## config.mk

```make
export PLATFORM = sky130hd
export DESIGN_NAME = packet_latency_dedup_tracker
export DESIGN_NICKNAME = d
export VERILOG_FILES = /design/src/rtl/core/pld_pkg.sv /design/src/rtl/core/packet_latency_dedup_tracker.sv /design/src/rtl/core/pld_alu.sv /design/src/rtl/core/pld_table.sv
export SDC_FILE = /design/constraint.sdc
export NUM_CORES = 2
export LEC_CHECK = 0
export BUFFER_PORTS_ARGS = -buffer_cell sky130_fd_sc_hd__buf_2
export CORE_ASPECT_RATIO = 0.5
export CORE_MARGIN = 1
export CORE_UTILIZATION = 30
export DETAILED_ROUTE_END_ITERATION = 10
export GPL_ROUTABILITY_DRIVEN = 0
export PLACE_DENSITY = 0.4
export SETUP_SLACK_MARGIN = 0.15
export SLEW_MARGIN = 5
export SYNTH_ARGS = -nofsm -noshare
export SYNTH_HDL_FRONTEND = slang
export SYNTH_SLANG_ARGS = --single-unit
```

## constraint.sdc

```tcl
create_clock -name clk -period 7.6 [get_ports clk]
set_clock_uncertainty 0.1 [all_clocks]
set_input_delay 0.38 -clock clk [delete_from_list [all_inputs] [get_ports clk]]
set_output_delay 0.38 -clock clk [all_outputs]
set_load 0.01 [all_outputs]
```

## src/rtl/core/pld_pkg.sv

```systemverilog
// Package with the types and constants of the packet latency tracker.
package pld_pkg;

    localparam int TBL_DEPTH = 64;
    localparam int TBL_AW    = $clog2(TBL_DEPTH);

    typedef struct packed {
        logic        is_sync;
        logic [31:0] pkt_id;
        logic [31:0] tx_time_us;
        logic [31:0] rx_time_us;
    } pkt_t;

    typedef struct packed {
        logic [7:0]         copies;
        logic signed [31:0] raw_lat_us;
        logic signed [31:0] adj_lat_us;
        logic signed [31:0] offset_now;
        logic               offset_known;
    } res_t;

    typedef struct packed {
        logic              rd_en;
        logic [TBL_AW-1:0] rd_addr;
        logic              wr_en;
        logic [TBL_AW-1:0] wr_addr;
        logic [31:0]       wr_id;
        logic [7:0]        wr_count;
    } tbl_req_t;

    typedef struct packed {
        logic [31:0] id;
        logic [7:0]  count;
        logic        live;
    } tbl_rsp_t;

endpackage

```

## src/rtl/core/packet_latency_dedup_tracker.sv

```systemverilog
// Top level of the packet latency tracker with its duplicate-counting sequencer.
//
// Usage: raise start with a packet on pkt while busy is low; the packet is
// taken at that edge and busy stays high until its result is out. The result
// appears on res, marked by done, which is high for exactly one cycle; the
// receiver cannot stall it and must take it in that cycle.
// Flow: a sync packet, or any packet in connection mode, passes ST_NAIVE
// (rx minus tx time) and ST_CORR (minus the offset), after which its result
// is registered with done. An advertising-mode data packet goes on to scan
// the 64-entry duplicate table through one memory read port, one entry a
// cycle; a match ends the scan early. ST_WRITE then writes the matched entry,
// or a new one at the replacement pointer, and gives the result. Busy falls
// in the cycle that carries done, when the next packet can already be taken.
// The shared subtractor serves each step; one packet is in work at a time.
// The mode register is written over cfg_valid/cfg_ready/cfg_data; the user
// must write it only while idle (not enforced here); cfg_ready is always high.
// Reset clears the offset, its valid flag, the replacement pointer and the
// table's valid bits, and selects connection mode. No clearing pass is needed.
module packet_latency_dedup_tracker (
    input  logic          clk,
    input  logic          rst_n,
    input  logic          start,
    output logic          busy,
    input  pld_pkg::pkt_t pkt,
    output logic          done,
    output pld_pkg::res_t res,
    input  logic          cfg_valid,
    output logic          cfg_ready,
    input  logic          cfg_data
);
    import pld_pkg::*;

    localparam logic [2:0] ST_IDLE  = 3'd0;
    localparam logic [2:0] ST_NAIVE = 3'd1;
    localparam logic [2:0] ST_CORR  = 3'd2;
    localparam logic [2:0] ST_SCAN  = 3'd3;
    localparam logic [2:0] ST_WRITE = 3'd4;

    localparam logic [TBL_AW:0]   DEPTH_W  = (TBL_AW + 1)'(TBL_DEPTH);
    localparam logic [TBL_AW-1:0] TBL_LAST = TBL_AW'(TBL_DEPTH - 1);

    logic [2:0]        state_reg, state_next;
    pkt_t              pkt_reg, pkt_next;
    logic [31:0]       naive_reg, naive_next;
    logic [31:0]       corr_reg, corr_next;
    logic [31:0]       offset_reg, offset_next;
    logic              offset_valid_reg, offset_valid_next;
    logic              mode_reg, mode_next;
    logic [TBL_AW-1:0] ptr_reg, ptr_next;
    logic [TBL_AW:0]   idx_reg, idx_next;
    logic              rd_pend_reg, rd_pend_next;
    logic [TBL_AW-1:0] rd_idx_reg, rd_idx_next;
    logic [TBL_AW-1:0] wr_addr_reg, wr_addr_next;
    logic [7:0]        wr_count_reg, wr_count_next;
    logic              hit_reg, hit_next;
    logic              done_reg, done_next;
    res_t              res_reg, res_next;

    logic [31:0] alu_a, alu_b, alu_diff;
    logic        alu_zero;
    tbl_req_t    tbl_req;
    tbl_rsp_t    tbl_rsp;

    pld_alu u_alu (
        .a    (alu_a),
        .b    (alu_b),
        .diff (alu_diff),
        .zero (alu_zero)
    );

    pld_table u_table (
        .clk   (clk),
        .rst_n (rst_n),
        .req   (tbl_req),
        .rsp   (tbl_rsp)
    );

    always_comb
    begin
        unique case (state_reg)
            ST_NAIVE:
            begin
                alu_a = pkt_reg.rx_time_us;
                alu_b = pkt_reg.tx_time_us;
            end
            ST_CORR:
            begin
                alu_a = naive_reg;
                alu_b = offset_reg;
            end
            default:
            begin
                alu_a = pkt_reg.pkt_id;
                alu_b = tbl_rsp.id;
            end
        endcase
    end

    always_comb
    begin
        state_next        = state_reg;
        pkt_next          = pkt_reg;
        naive_next        = naive_reg;
        corr_next         = corr_reg;
        offset_next       = offset_reg;
        offset_valid_next = offset_valid_reg;
        mode_next         = mode_reg;
        ptr_next          = ptr_reg;
        idx_next          = idx_reg;
        rd_pend_next      = 1'b0;
        rd_idx_next       = rd_idx_reg;
        wr_addr_next      = wr_addr_reg;
        wr_count_next     = wr_count_reg;
        hit_next          = hit_reg;
        done_next         = 1'b0;
        res_next          = res_reg;

        tbl_req.rd_en    = 1'b0;
        tbl_req.rd_addr  = idx_reg[TBL_AW-1:0];
        tbl_req.wr_en    = 1'b0;
        tbl_req.wr_addr  = wr_addr_reg;
        tbl_req.wr_id    = pkt_reg.pkt_id;
        tbl_req.wr_count = wr_count_reg;

        if (cfg_valid)
        begin
            mode_next = cfg_data;
        end

        unique case (state_reg)
            ST_IDLE:
            begin
                if (start)
                begin
                    pkt_next   = pkt;
                    state_next = ST_NAIVE;
                end
            end
            ST_NAIVE:
            begin
                naive_next = alu_diff;
                if (pkt_reg.is_sync)
                begin
                    offset_next       = alu_diff;
                    offset_valid_next = 1'b1;
                end
                state_next = ST_CORR;
            end
            ST_CORR:
            begin
                corr_next = offset_valid_reg ? alu_diff : 32'hFFFF_FFFF;
                if (pkt_reg.is_sync || mode_reg)
                begin
                    res_next.copies       = 8'd1;
                    res_next.raw_lat_us   = naive_reg;
                    res_next.adj_lat_us   = corr_next;
                    res_next.offset_now   = offset_reg;
                    res_next.offset_known = offset_valid_reg;
                    done_next             = 1'b1;
                    state_next            = ST_IDLE;
                end
                else
                begin
                    idx_next   = '0;
                    state_next = ST_SCAN;
                end
            end
            ST_SCAN:
            begin
                // Reads are issued one a cycle; each is compared in the cycle after its read.
                if (idx_reg < DEPTH_W)
                begin
                    tbl_req.rd_en = 1'b1;
                    idx_next      = idx_reg + 1'b1;
                    rd_pend_next  = 1'b1;
                    rd_idx_next   = idx_reg[TBL_AW-1:0];
                end
                if (rd_pend_reg && tbl_rsp.live && alu_zero)
                begin
                    wr_addr_next  = rd_idx_reg;
                    wr_count_next = tbl_rsp.count + 8'd1;
                    hit_next      = 1'b1;
                    state_next    = ST_WRITE;
                end
                else if (rd_pend_reg && (rd_idx_reg == TBL_LAST))
                begin
                    wr_addr_next  = ptr_reg;
                    wr_count_next = 8'd1;
                    hit_next      = 1'b0;
                    state_next    = ST_WRITE;
                end
            end
            ST_WRITE:
            begin
                tbl_req.wr_en = 1'b1;
                if (!hit_reg)
                begin
                    ptr_next = (ptr_reg == TBL_LAST) ? '0 : ptr_reg + 1'b1;
                end
                res_next.copies       = wr_count_reg;
                res_next.raw_lat_us   = naive_reg;
                res_next.adj_lat_us   = corr_reg;
                res_next.offset_now   = offset_reg;
                res_next.offset_known = offset_valid_reg;
                done_next             = 1'b1;
                state_next            = ST_IDLE;
            end
            default:
            begin
                state_next = ST_IDLE;
            end
        endcase
    end

    always_ff @(posedge clk or negedge rst_n)
    begin
        if (!rst_n)
        begin
            state_reg        <= ST_IDLE;
            offset_reg       <= '0;
            offset_valid_reg <= 1'b0;
            mode_reg         <= 1'b1;
            ptr_reg          <= '0;
            idx_reg          <= '0;
            rd_pend_reg      <= 1'b0;
            hit_reg          <= 1'b0;
            done_reg         <= 1'b0;
        end
        else
        begin
            state_reg        <= state_next;
            offset_reg       <= offset_next;
            offset_valid_reg <= offset_valid_next;
            mode_reg         <= mode_next;
            ptr_reg          <= ptr_next;
            idx_reg          <= idx_next;
            rd_pend_reg      <= rd_pend_next;
            hit_reg          <= hit_next;
            done_reg         <= done_next;
        end
    end

    always_ff @(posedge clk)
    begin
        pkt_reg      <= pkt_next;
        naive_reg    <= naive_next;
        corr_reg     <= corr_next;
        rd_idx_reg   <= rd_idx_next;
        wr_addr_reg  <= wr_addr_next;
        wr_count_reg <= wr_count_next;
        res_reg      <= res_next;
    end

    assign busy      = (state_reg != ST_IDLE);
    assign done      = done_reg;
    assign res       = res_reg;
    assign cfg_ready = 1'b1;
endmodule

```

## src/rtl/core/pld_alu.sv

```systemverilog
// Shared 32-bit subtractor, also used as the equality comparator of the table scan.
module pld_alu (
    input  logic [31:0] a,
    input  logic [31:0] b,
    output logic [31:0] diff,
    output logic        zero
);
    assign diff = a - b;
    assign zero = (diff == 32'd0);
endmodule

```

## src/rtl/core/pld_table.sv

```systemverilog
// Duplicate table: id and count memory with one read and one write port, plus valid bits.
module pld_table (
    input  logic             clk,
    input  logic             rst_n,
    input  pld_pkg::tbl_req_t req,
    output pld_pkg::tbl_rsp_t rsp
);
    import pld_pkg::*;

    logic [39:0]          mem [TBL_DEPTH];
    logic [TBL_DEPTH-1:0] valid_reg;
    logic [39:0]          rd_data_reg;
    logic                 rd_valid_reg;

    always_ff @(posedge clk)
    begin
        if (req.wr_en)
        begin
            mem[req.wr_addr] <= {req.wr_id, req.wr_count};
        end
        if (req.rd_en)
        begin
            rd_data_reg <= mem[req.rd_addr];
        end
    end

    // An entry never written since reset reads as dead, as if cleared to zero.
    always_ff @(posedge clk or negedge rst_n)
    begin
        if (!rst_n)
        begin
            valid_reg    <= '0;
            rd_valid_reg <= 1'b0;
        end
        else
        begin
            if (req.wr_en)
            begin
                valid_reg[req.wr_addr] <= 1'b1;
            end
            if (req.rd_en)
            begin
                rd_valid_reg <= valid_reg[req.rd_addr];
            end
        end
    end

    assign rsp.id    = rd_data_reg[39:8];
    assign rsp.count = rd_data_reg[7:0];
    assign rsp.live  = rd_valid_reg && (rd_data_reg[7:0] != 8'd0);
endmodule

```

==> results.json <==
{
  "die_h_um": 441,
  "grt_use_met2_pct": 31.0,
  "r2r-end": "wr_count_reg[2]",
  "synthTopCellsByArea": "edfxtp_1, mux4_2, dfrtp_1, nand2_1, clkbuf_1",
  "worstMarginPinSlew_ps": 1190,
  "grtUsageTotal_pct": 19.2,
  "ys_ff_latch": 3004,
  "end_kind": "flip-flop",
  "hp-start": "pkt[56]",
  "power_switching_mw": 16.2,
  "yosysWarnings": 0,
  "cts_root_buf": "clkbuf_16",
  "min_to": "pkt_reg[56]",
  "numPortBuffers": 208,
  "wl_per_cell_um": 34.5,
  "post-synth-top-area-fraction_pct": 74.9,
  "drive_gt1_share_pct": 31.7,
  "drt_iter0_drc": 6674,
  "path_max_fanout": 46,
  "finalHoldViolCount": 0,
  "pre_cts_ws_ps": 1330,
  "required_ps": 8000,
  "die_area_mm2": 0.388,
  "drv_cap": 0,
  "numCtsBuffers": 302,
  "synthSimpleGateAreaFrac_pct": 2.23,
  "fmax_mhz": 157,
  "timing.final.crit_share_pct": 83.7,
  "clkPwrFrac_pct": 29.6,
  "synthMuxAreaShare_pct": 16.9,
  "clockBufferDepth": 4,
  "synth_top_family_by_area": "multiplexers",
  "num_io_pins": 210,
  "synth_adder_area_share_pct": 0.396,
  "synth_top_area_cell": "edfxtp_1",
  "whs_path_depth": 2,
  "yosysSeqAreaShare_pct": 77.4,
  "grt_overflow": 0,
  "rsz0062_at_grt": "no",
  "setup_viol": 0,
  "largest_register_ffs": 2560,
  "avgSynthCellArea_um2": 22.8,
  "coreArea_mm2": 0.382,
  "top_usage_layer": "met2",
  "worstSkewPairLatency_ps": 900,
  "p_leak_nw": 43.3,
  "area_growth_pct": 16.8,
  "hp-class": "input port to flip-flop",
  "slew_headroom_pct": 20.5,
  "htreeDepth": 5,
  "worst_slack_ps": 1240,
  "fin_crit_ps": 6360,
  "placement_rows": 160,
  "arrival_ps": 6760,
  "final.setup.tns_ps": 0,
  "synth_ff_type": "edfxtp_1",
  "clkSlewWorstSetupHoldPaths_ps": 60,
  "synth-compound-area-share_pct": 1.77,
  "drc": 0,
  "grt_pass1_wl_um": 511000,
  "detail-route-antenna-nets": 0,
  "dp_hpwl_um": 218000,
  "async_flop_share_pct": 3.93,
  "pwr-share-comb_pct": 29.4,
  "numClockSinks": 3004,
  "fill_cells": 35200,
  "cts_setup_buffers": 0,
  "num_vias": 57000,
  "ys_types": 87,
  "reg2reg_setup_slack_ps": 1240,
  "finalPower_mw": 50.2,
  "r2r_cells": 16,
  "nNetsFinal": 5758,
  "holdBufCountCts": 102,
  "grt_max_degree": 111,
  "syn_inst": 5080,
  "placed_cell_area_mm2": 0.125,
  "drt_wl_total_um": 378000,
  "cts_resized": 0,
  "status": "finished, final reports clean",
  "via_per_inst": 5.20,
  "synth_edf_count": 2886,
  "peakVddDrop_mv": 0.268,
  "antenna_found_initial": 48,
  "utilization_pct": 35.4,
  "power.internal_mw": 34.1,
  "cts_tree": "done",
  "grt_use_met3_pct": 3.22,
  "share_seq_of_total_power_pct": 41.0,
  "startpoint_type": "flip-flop",
  "r2r_start": "state_reg[2]",
  "worst-setup-path-type": "flip-flop to flip-flop",
  "synthXorXnorAreaFrac_pct": 0.246,
  "die-width_um": 880,
  "final_cell_area_mm2": 0.135,
  "grt_use_met1_pct": 27.4,
  "grt_pass1_vias": 58500,
  "firstDrtPassIters": 7,
  "slew_viol_final": 0,
  "synth_area_mm2": 0.116,
  "initial_core_util_pct": 30.3,
  "p_sw_share_pct": 32.2,
  "synth_nets": 5218,
  "power_density_mw_per_mm2": 372
}
[power by group through the flow]
stage | Sequential, mW | Clock [mW] | Combinational [mW]
final | 20.6 | 14.9 | 14.8
after CTS | 20.6 | 15.2 | 15.0
after detailed placement | 21.0 | 0 | 14.9
after floorplan | 20.9 | 0 | 9.52
after global placement | 21.0 | 0 | 14.8
after global routing | 20.6 | 15.8 | 15.9
[metal layers]
layer | vias to the layer above | part of all wire [%]
met3 | 438 | 6.2
li1 | 22600 | -
met5 | - | 0.0071
met2 | 2094 | 47
met4 | 4 | 2.2
met1 | 31800 | 45
[worst max-delay path: stages, from the launching register on]
cell,delay (ps)
dfrtp_1,610
nor3b_2,410
buf_4,520
a22oi_1,130
nand2_1,110
ha_1,180
inv_1,70
fa_1,470
a21o_1,240
a21oi_1,200
xor2_1,420
nand4_1,270
nor4bb_1,480
nand4_1,260
nor4_4,340
nand4_2,300
a21oi_2,840
[per-stage QoR]
| stage | hold WS, ps | instances |
|---|---|---|
| 2_1_floorplan | -15.6 | 5080 |
| 3_3_place_gp | 310 | 10300 |
| 3_5_place_dp | 313 | 10300 |
| 4_1_cts | 22.2 | 11000 |
| 5_1_grt | 67.1 | 11000 |
| 6_report | 111 | 11000 |
[how the worst max path moves through the flow]
| stage | startpoint | cells past startpoint | slack [ps] | to |
|---|---|---|---|---|
| 2_1_floorplan | state_reg[2] | 17 | 1760 | wr_addr_reg[0] |
| 3_3_place_gp | state_reg[2] | 16 | 1390 | wr_count_reg[0] |
| 3_5_place_dp | state_reg[2] | 14 | 1330 | wr_count_reg[6] |
| 4_1_cts | state_reg[2] | 14 | 1290 | wr_count_reg[5] |
| 5_1_grt | state_reg[2] | 16 | 920 | wr_count_reg[6] |
| 6_report | state_reg[2] | 16 | 1240 | wr_count_reg[2] |
[synthesized netlist by cell type, types with 9 or more instances]
master,n
a22o_1,34
nor2_1,139
o211ai_1,10
ha_1,35
nor3_1,18
dfrtp_1,117
xor2_1,12
clkbuf_1,171
nand4_1,16
o21ai_0,47
xnor2_1,15
edfxtp_1,2886
a22oi_1,32
a31oi_1,35
a21o_1,10
and3_1,17
a21oi_1,68
inv_1,46
mux4_2,860
buf_1,77
and2_1,10
o21ai_1,9
or2_2,66
nand2_1,182
nand3_1,22
[kinds of logic (layout without fill, tap and decap cells)]
group | count (synthesis) | in the layout
buffers and inverters | 304 | 1073
flip-flops | 3004 | 3004
multiplexers | 877 | 877
AO/OA/AOI/OAI | 301 | 301
other | 1 | 6
AND/OR/NAND/NOR | 527 | 527
adder cells (fa/ha/maj) | 36 | 36
XOR/XNOR | 30 | 30
[cells in the final DEF (no fill, tap or decap), drive strengths merged, types with 7 or more instances in the layout]
cell / count
nand4: 18
dfrtp: 117
clkbuf: 363
mux2: 13
and2: 11
a22oi: 32
o21ai: 56
a22o: 34
o31ai: 7
nand3: 23
nand2b: 7
clkinvlp: 9
nand2: 182
clkinv: 127
nor3: 19
bufinv: 28
o211ai: 11
a21o: 10
inv: 54
nor2: 140
and3: 17
edfxtp: 2886
dlygate4sd3: 101
buf: 391
a21oi: 71
xnor2: 16
xor2: 14
nor4: 7
or2: 66
ha: 35
a31oi: 36
or3: 8
mux4: 860
[cell type report]
class / instances / area (um2) / share of cell area [%]
repair buffers: 492 / 4000 / 2.96
diodes: 5 / 12.5 / 0.00925
inverters: 48 / 180 / 0.133
clock buffers: 363 / 7990 / 5.90
multi-input cells: 1772 / 25500 / 18.9
well taps: 5103 / 6380 / 4.72
clock inverters: 170 / 1550 / 1.14
flip-flops and latches: 3004 / 89600 / 66.3
(Power assumes the default switching activity.)
